--- src/sv/sorted_priority_queue_assert.svh ---
// Assertion macros for the sorted priority queue
`ifndef SORTED_PRIORITY_QUEUE_ASSERT_SVH
`define SORTED_PRIORITY_QUEUE_ASSERT_SVH

// check that cons holds in the same cycle as ante
`define SPQ_ASSERT_NOW(lbl, ante, cons, msg) \
  lbl: assert property (@(posedge clk_i) disable iff (!rst_ni) (ante) |-> (cons)) \
    else $error(msg);

// check that cons holds in the cycle after ante
`define SPQ_ASSERT_NEXT(lbl, ante, cons, msg) \
  lbl: assert property (@(posedge clk_i) disable iff (!rst_ni) (ante) |=> (cons)) \
    else $error(msg);

`endif

--- src/sv/spq_pkg.sv ---
// Package with types and constants for the sorted priority queue
`default_nettype none

package spq_pkg;

  localparam int QUEUE_DEPTH = 16;
  localparam int VALUE_W     = 32;
  localparam int PRIO_W      = 8;
  localparam int OCC_W       = 5;

  typedef enum logic {
    REQ_ENQ = 1'b0,
    REQ_DEQ = 1'b1
  } req_e;

  typedef enum logic [1:0] {
    ST_INSERTED = 2'd0,
    ST_FULL     = 2'd1,
    ST_REMOVED  = 2'd2,
    ST_EMPTY    = 2'd3
  } status_e;

  typedef struct packed {
    req_e                       req_type;
    logic signed [VALUE_W-1:0]  item_value;
    logic        [PRIO_W-1:0]   item_priority;
  } in_t;

  typedef struct packed {
    status_e                    status;
    logic signed [VALUE_W-1:0]  out_value;
    logic        [PRIO_W-1:0]   out_priority;
    logic        [OCC_W-1:0]    occupancy;
  } out_t;

  typedef struct packed {
    logic [VALUE_W-1:0] val;
    logic [PRIO_W-1:0]  prio;
  } entry_t;

  typedef struct packed {
    logic shift;
    logic enq;
  } cell_ctrl_t;

endpackage

`default_nettype wire

--- src/sv/spq_cell.sv ---
// One slot of the sorted chain: compare against the incoming entry and shift
`default_nettype none

module spq_cell (
  input  wire logic                   clk_i,
  input  wire spq_pkg::cell_ctrl_t    ctrl_i,
  input  wire logic                   occupied_i,
  input  wire spq_pkg::entry_t        new_i,
  input  wire spq_pkg::entry_t        left_i,
  input  wire spq_pkg::entry_t        right_i,
  input  wire logic                   left_ge_i,
  output logic                        ge_o,
  output spq_pkg::entry_t             entry_o
);

  spq_pkg::entry_t entry_q, entry_d;

  assign ge_o = occupied_i && (entry_q.prio >= new_i.prio);

  always_comb begin
    entry_d = entry_q;
    if (ctrl_i.shift) begin
      if (ctrl_i.enq) begin
        if (ge_o) begin
          entry_d = entry_q;
        end else if (left_ge_i) begin
          entry_d = new_i;
        end else begin
          entry_d = left_i;
        end
      end else begin
        entry_d = right_i;
      end
    end
  end

  always_ff @(posedge clk_i) begin
    entry_q <= entry_d;
  end

  assign entry_o = entry_q;

endmodule

`default_nettype wire

--- src/sv/sorted_priority_queue.sv ---
// Top level of the sorted priority queue built as a chain of shifting slots
//
// Input channel in_*: one request per transaction, enqueue or dequeue.
// Output channel out_*: one result per request, in request order, with the
// status, the removed value and priority, and the entry count afterwards.
// Every slot compares its priority with the incoming one and all slots shift
// together, so a request is finished in the cycle it is accepted and its
// result appears in the output register in the cycle after.
// Throughput is one request per cycle while the receiver takes results; the
// single output register bounds it.
// An enqueue lands behind all entries of equal or higher priority; an
// enqueue into a full queue and a dequeue from an empty one change nothing.
// Reset empties the queue and drops any pending result; slot contents are
// left as they are and are never read before being written.
// When the receiver stalls, the result is held and no new request is taken
// until it has gone.
`default_nettype none

`include "sorted_priority_queue_assert.svh"

module sorted_priority_queue #(
  parameter int QueueDepth = spq_pkg::QUEUE_DEPTH
) (
  input  wire logic         clk_i,
  input  wire logic         rst_ni,
  input  wire logic         in_valid_i,
  output logic              in_ready_o,
  input  wire spq_pkg::in_t in_data_i,
  output logic              out_valid_o,
  input  wire logic         out_ready_i,
  output spq_pkg::out_t     out_data_o
);

  localparam int CntW = $clog2(QueueDepth + 1);
  localparam int OccW = spq_pkg::OCC_W;

  logic [CntW-1:0]     count_q, count_d;
  logic                out_valid_q;
  spq_pkg::out_t       out_q, out_d;

  spq_pkg::entry_t     ent [QueueDepth];
  logic                ge  [QueueDepth];
  spq_pkg::entry_t     new_entry;
  spq_pkg::cell_ctrl_t ctrl;

  logic in_fire, is_enq, full, empty;

  assign in_ready_o = !out_valid_q || out_ready_i;
  assign in_fire    = in_valid_i && in_ready_o;
  assign is_enq     = (in_data_i.req_type == spq_pkg::REQ_ENQ);
  assign full       = (count_q == CntW'(QueueDepth));
  assign empty      = (count_q == '0);

  assign new_entry.val  = in_data_i.item_value;
  assign new_entry.prio = in_data_i.item_priority;

  assign ctrl.enq   = is_enq;
  assign ctrl.shift = in_fire && (is_enq ? !full : !empty);

  for (genvar i = 0; i < QueueDepth; i++) begin : g_cell
    spq_cell u_cell (
      .clk_i      (clk_i),
      .ctrl_i     (ctrl),
      .occupied_i (CntW'(i) < count_q),
      .new_i      (new_entry),
      .left_i     ((i == 0) ? new_entry : ent[(i == 0) ? 0 : i - 1]),
      .right_i    ((i == QueueDepth - 1) ? ent[i] : ent[(i == QueueDepth - 1) ? i : i + 1]),
      .left_ge_i  ((i == 0) ? 1'b1 : ge[(i == 0) ? 0 : i - 1]),
      .ge_o       (ge[i]),
      .entry_o    (ent[i])
    );
  end

  always_comb begin
    count_d            = count_q;
    out_d              = out_q;
    out_d.out_value    = '0;
    out_d.out_priority = '0;
    if (is_enq) begin
      if (full) begin
        out_d.status = spq_pkg::ST_FULL;
      end else begin
        out_d.status = spq_pkg::ST_INSERTED;
        count_d      = count_q + CntW'(1);
      end
    end else begin
      if (empty) begin
        out_d.status = spq_pkg::ST_EMPTY;
      end else begin
        out_d.status       = spq_pkg::ST_REMOVED;
        out_d.out_value    = ent[0].val;
        out_d.out_priority = ent[0].prio;
        count_d            = count_q - CntW'(1);
      end
    end
    out_d.occupancy = OccW'(count_d);
  end

  always_ff @(posedge clk_i or negedge rst_ni) begin
    if (!rst_ni) begin
      count_q     <= '0;
      out_valid_q <= 1'b0;
    end else begin
      if (in_fire) begin
        count_q     <= count_d;
        out_valid_q <= 1'b1;
      end else if (out_ready_i) begin
        out_valid_q <= 1'b0;
      end
    end
  end

  always_ff @(posedge clk_i) begin
    if (in_fire) begin
      out_q <= out_d;
    end
  end

  assign out_valid_o = out_valid_q;
  assign out_data_o  = out_q;

  `SPQ_ASSERT_NOW(a_count_bound, 1'b1, count_q <= CntW'(QueueDepth),
                  "entry count above depth")
  `SPQ_ASSERT_NEXT(a_deq_removes, in_fire && !is_enq && !empty,
                   out_valid_q && out_q.status == spq_pkg::ST_REMOVED
                   && count_q == $past(count_q) - CntW'(1),
                   "dequeue did not remove")
  `SPQ_ASSERT_NEXT(a_full_holds, in_fire && is_enq && full,
                   $stable(count_q) && out_q.status == spq_pkg::ST_FULL,
                   "full enqueue changed count")
  `SPQ_ASSERT_NOW(a_head_sorted, count_q >= CntW'(2), ent[0].prio >= ent[1].prio,
                  "head slots out of order")

endmodule

`default_nettype wire
--- config.mk ---
export PLATFORM = sky130hd
export DESIGN_NAME = sorted_priority_queue
export DESIGN_NICKNAME = d
export VERILOG_FILES = /design/src/sv/spq_pkg.sv /design/src/sv/spq_cell.sv /design/src/sv/sorted_priority_queue.sv
export VERILOG_INCLUDE_DIRS = /design/src /design/src/sv
export SDC_FILE = /design/constraint.sdc
export NUM_CORES = 2
export LEC_CHECK = 0
export BUFFER_PORTS_ARGS = -buffer_cell sky130_fd_sc_hd__buf_4
export CAP_MARGIN = 40
export CORE_MARGIN = 5
export CORE_UTILIZATION = 60
export DETAILED_ROUTE_END_ITERATION = 10
export PLACE_DENSITY = 0.77
export SYNTH_ARGS = -nofsm -noshare
export SYNTH_HDL_FRONTEND = slang
export SYNTH_SLANG_ARGS = --single-unit
export TNS_END_PERCENT = 100
--- constraint.sdc ---
create_clock -name clk_i -period 8.9 [get_ports clk_i]
set_clock_uncertainty 0.1 [all_clocks]
set_input_delay 0.89 -clock clk_i [delete_from_list [all_inputs] [get_ports clk_i]]
set_output_delay 0.89 -clock clk_i [all_outputs]
set_load 0.1 [all_outputs]
==> summary.md <==
| Metric | Value |
|---|---|
| Most common cell after layout, fill and taps aside | edfxtp_1 |
| Slew Limit Fails | 0 |
| Largest family of logic cells by synthesized area | compound AO/OA/AOI/OAI gates |
| Clk sink count | 693 |
| Outcome | finished clean |
| Worst-path cell chain | buf_4, inv_1, buf_8, ha_1, a2111oi_1, o211ai_2, buf_4, nand2_1, buf_4, o21a_1, buf_4 |
| RSZ-0062 raised after global routing | false |
| Crit path depth | 11 |
| GRT Overall Usage | 0.3035 |
| Die Ht | 261.4 µm |
| Synth Area in Adders | 0.04355 |
| Share of cells above drive strength 1 | 0.1296 |
| Worst Tran Pin Value | 967.6 ps |
| Port Buf Inserts | 93 |
| Leading area contributor after synthesis | edfxtp_1 |
| Synth Net Count | 3626 |
| Initial Util | 0.6034 |
| Nets | 3533 |
| Worst hold path class | in -> reg |
| Critical Path AT | 4380 ps |
| Worst path most repeated cell | buf_4 |
| Pwr Total | 11.38 mW |
| ANT cells | 0 |
| Placed inst area | 39550 µm² |
| Slew headroom | 0.3550 |
| Largest net degree at the start of global routing | 125 |
| Die area | 68330 µm² |
| Synth Area in Simple Gates | 0.09654 |
| Register area share after synthesis | 0.5480 |
| Netlist cell types | 63 |
| Initial antenna violation count | 0 |
| Crit end category | register |
| CTS tree | yes |
| Met3 global-route usage | 0.06161 |
| Setup slack after placement | 4138 ps |
| Most frequent cells in the layout | edfxtp_1 (687), o21ai_0 (367), nand2_1 (347) |
| Avg Synthesized Cell Area | 10.99 µm² |
| Later-pin clock latency in the skew report | 640 ps |
| Final hold violations | 0 |
| Largest cells by area after synthesis | edfxtp_1 (54%), o21ai_0 (4.8%), a32oi_1 (4.6%), ha_1 (4.4%), nand3_1 (3.7%) |
| Final GP Congestion | 0.9293 |
| CTS root buf | clkbuf_16 |
| Max Clk Rate | 0.2370 GHz |
| Wire per inst | 25.06 µm |
| First-pass GRT wire length | 165300 µm |
| Main synth FF type | edfxtp_1 |
| Hold path cells | 2 |
| Fin worst setup slack | 4680 ps |
| Crit path required time | 9060 ps |
| Final period utilization | 0.4742 |
| EDFF count, synth | 687 |
| Post-Synth XOR/XNOR Area | 0.001155 |
| Leak | 14.73 nW |
| Top Family by Delay on Critical Path | buffers and inverters |
| Slowest stage delay, CP | 520 ps |
| Drt pass-1 iters | 8 |
| Postcts setup bufs | 0 |
| Worst r2r path cells | 10 |
| First DRT Iteration DRCs | 4563 |
| FF+latch count, synth | 693 |
| Share of flip-flops with an asynchronous set or reset | 0.008658 |
| Met1 usage | 0.4690 |
| Critical path launch point type | input pin |
| CTS clock-pin slew for the worst setup and hold paths | 60 ps |
| Synth Warn # | 0 |
| Cell count after synthesis | 3449 |
| Final setup violation count | 0 |
| Core Footprint | 62850 µm² |
| Worst path buffer plus inverter count | 6 |
| I/O pin count | 94 |
| Cell Area, Synth | 37920 µm² |
| Total gr overflow | 0 |
| Worst IR drop on VDD | 0.2222 mV |
| Fin area | 41890 µm² |
| Hpwl dp | 73410 µm |
| Vias | 30280 |
| Number of global-route vias before repair | 28110 |
| Met2 Use GR | 0.4377 |
| Num rows | 92 |
| PostCTS Resize Cnt | 0 |
| Post-synthesis compound-gate area fraction | 0.2377 |
| CP max-delay cell | a2111oi_1 |
| R2R setup slack | 4890 ps |
| CTS Buf Count | 73 |
| Post-route DRC violation count | 0 |
| Synth top area share | 0.5440 |
| ANT nets after route | 0 |
| P&R area growth vs syn | 10.47% |
| Largest fanout on the critical path | 41 |
| Multiplexer area fraction after synthesis | 0.01333 |
| Cell Pwr Density | 271.7 nW/µm² |
| Final WL | 106600 µm |
| Crit Path Category | in -> reg |
| GRT busiest layer | met1 |
| Vias per inst | 7.115 |
| Setup TNS | 0 ps |
| Minimum clock period | 4220 ps |
| Max Root-Sink Buffers | 3 |
| H-tree Lvls | 3 |
| Max-cap viol count | 0 |
| # hold bufs at CTS | 1 |
| Chip width | 261.4 µm |
-- worst paths after layout --
path | end | from
setup / recovery | g_cell[1].u_cell.entry_o[25]$_DFFE_PP_ | in_data_i[1]
max in group asynchronous | count_q[2]$_DFFE_PN0P_ | rst_ni
setup reg to reg | g_cell[1].u_cell.entry_o[25]$_DFFE_PP_ | g_cell[1].u_cell.entry_o[0]$_DFFE_PP_
hold / removal | out_valid_o$_DFFE_PN0P_ | in_valid_i
min in group asynchronous | out_valid_o$_DFFE_PN0P_ | rst_ni
hold reg to reg | out_valid_o$_DFFE_PN0P_ | out_valid_o$_DFFE_PN0P_
-- cells by family after synthesis --
group | Yosys count
AOI/OAI and AO/OA | 1209
xor gates and xnor gates | 5
adders and majority gates | 132
buffers and inverters | 577
DFF | 693
muxes | 45
and+or+nand+nor | 788
-- area by class of cell --
cell class	count	area [µm²]
Clock inverter	34	271.5
Timing Repair Buffer	220	1988
Clock buffer	95	1973
Tap cell	846	1059
Multi-Input combinational cell	2179	15100
Inverter	189	716.9
Sequential cell	693	20780
Fill cell	4708	20960
-- flip-flops by register name, summed over array words and instances (netlist names) --
signal,count
count_q,5
g_cell.u_cell.entry_o,640
out_data_o,47
out_valid_o,1
-- cells in the mapped netlist (13+ instances only) --
cell,n
nand2_1,347
clkbuf_1,320
o21ai_1,49
a21oi_1,51
nand3_1,283
buf_1,14
nor2_1,22
o221ai_1,78
and2_1,16
a2bb2oi_1,45
nand2b_1,19
buf_2,43
a32o_1,40
o311ai_0,150
nor2b_1,34
and3_1,41
inv_1,187
edfxtp_1,687
a21o_1,56
a32oi_1,200
a31o_1,35
ha_1,132
o311ai_1,13
o221ai_2,39
o21ai_0,367
mux2_2,44
-- per-stage QoR --
step / hold slack, ps / util / std cells
floorplan: 413.2 / - / 3449
global placement: 420.0 / 0.6227 / 4103
detailed placement: 435.6 / 0.6292 / 4122
CTS: 343.3 / 0.6651 / 4252
global route: 364.0 / 0.6665 / 4256
finish: 368.8 / 0.6665 / 4256
-- layer usage --
layer	vias up	part of all wire
met5	-	0
met4	0	0.027
met3	256	0.13
met2	2115	0.43
met1	14540	0.41
li1	13380	-
-- report_power, final --
part           total (mW)  internal (mW)  switching (mW)
clock                2.95           1.66            1.29
combinational        3.62           1.12            2.49
sequential           4.82           4.44           0.380
total                11.4           7.22            4.17
(Power assumes the default switching activity.)
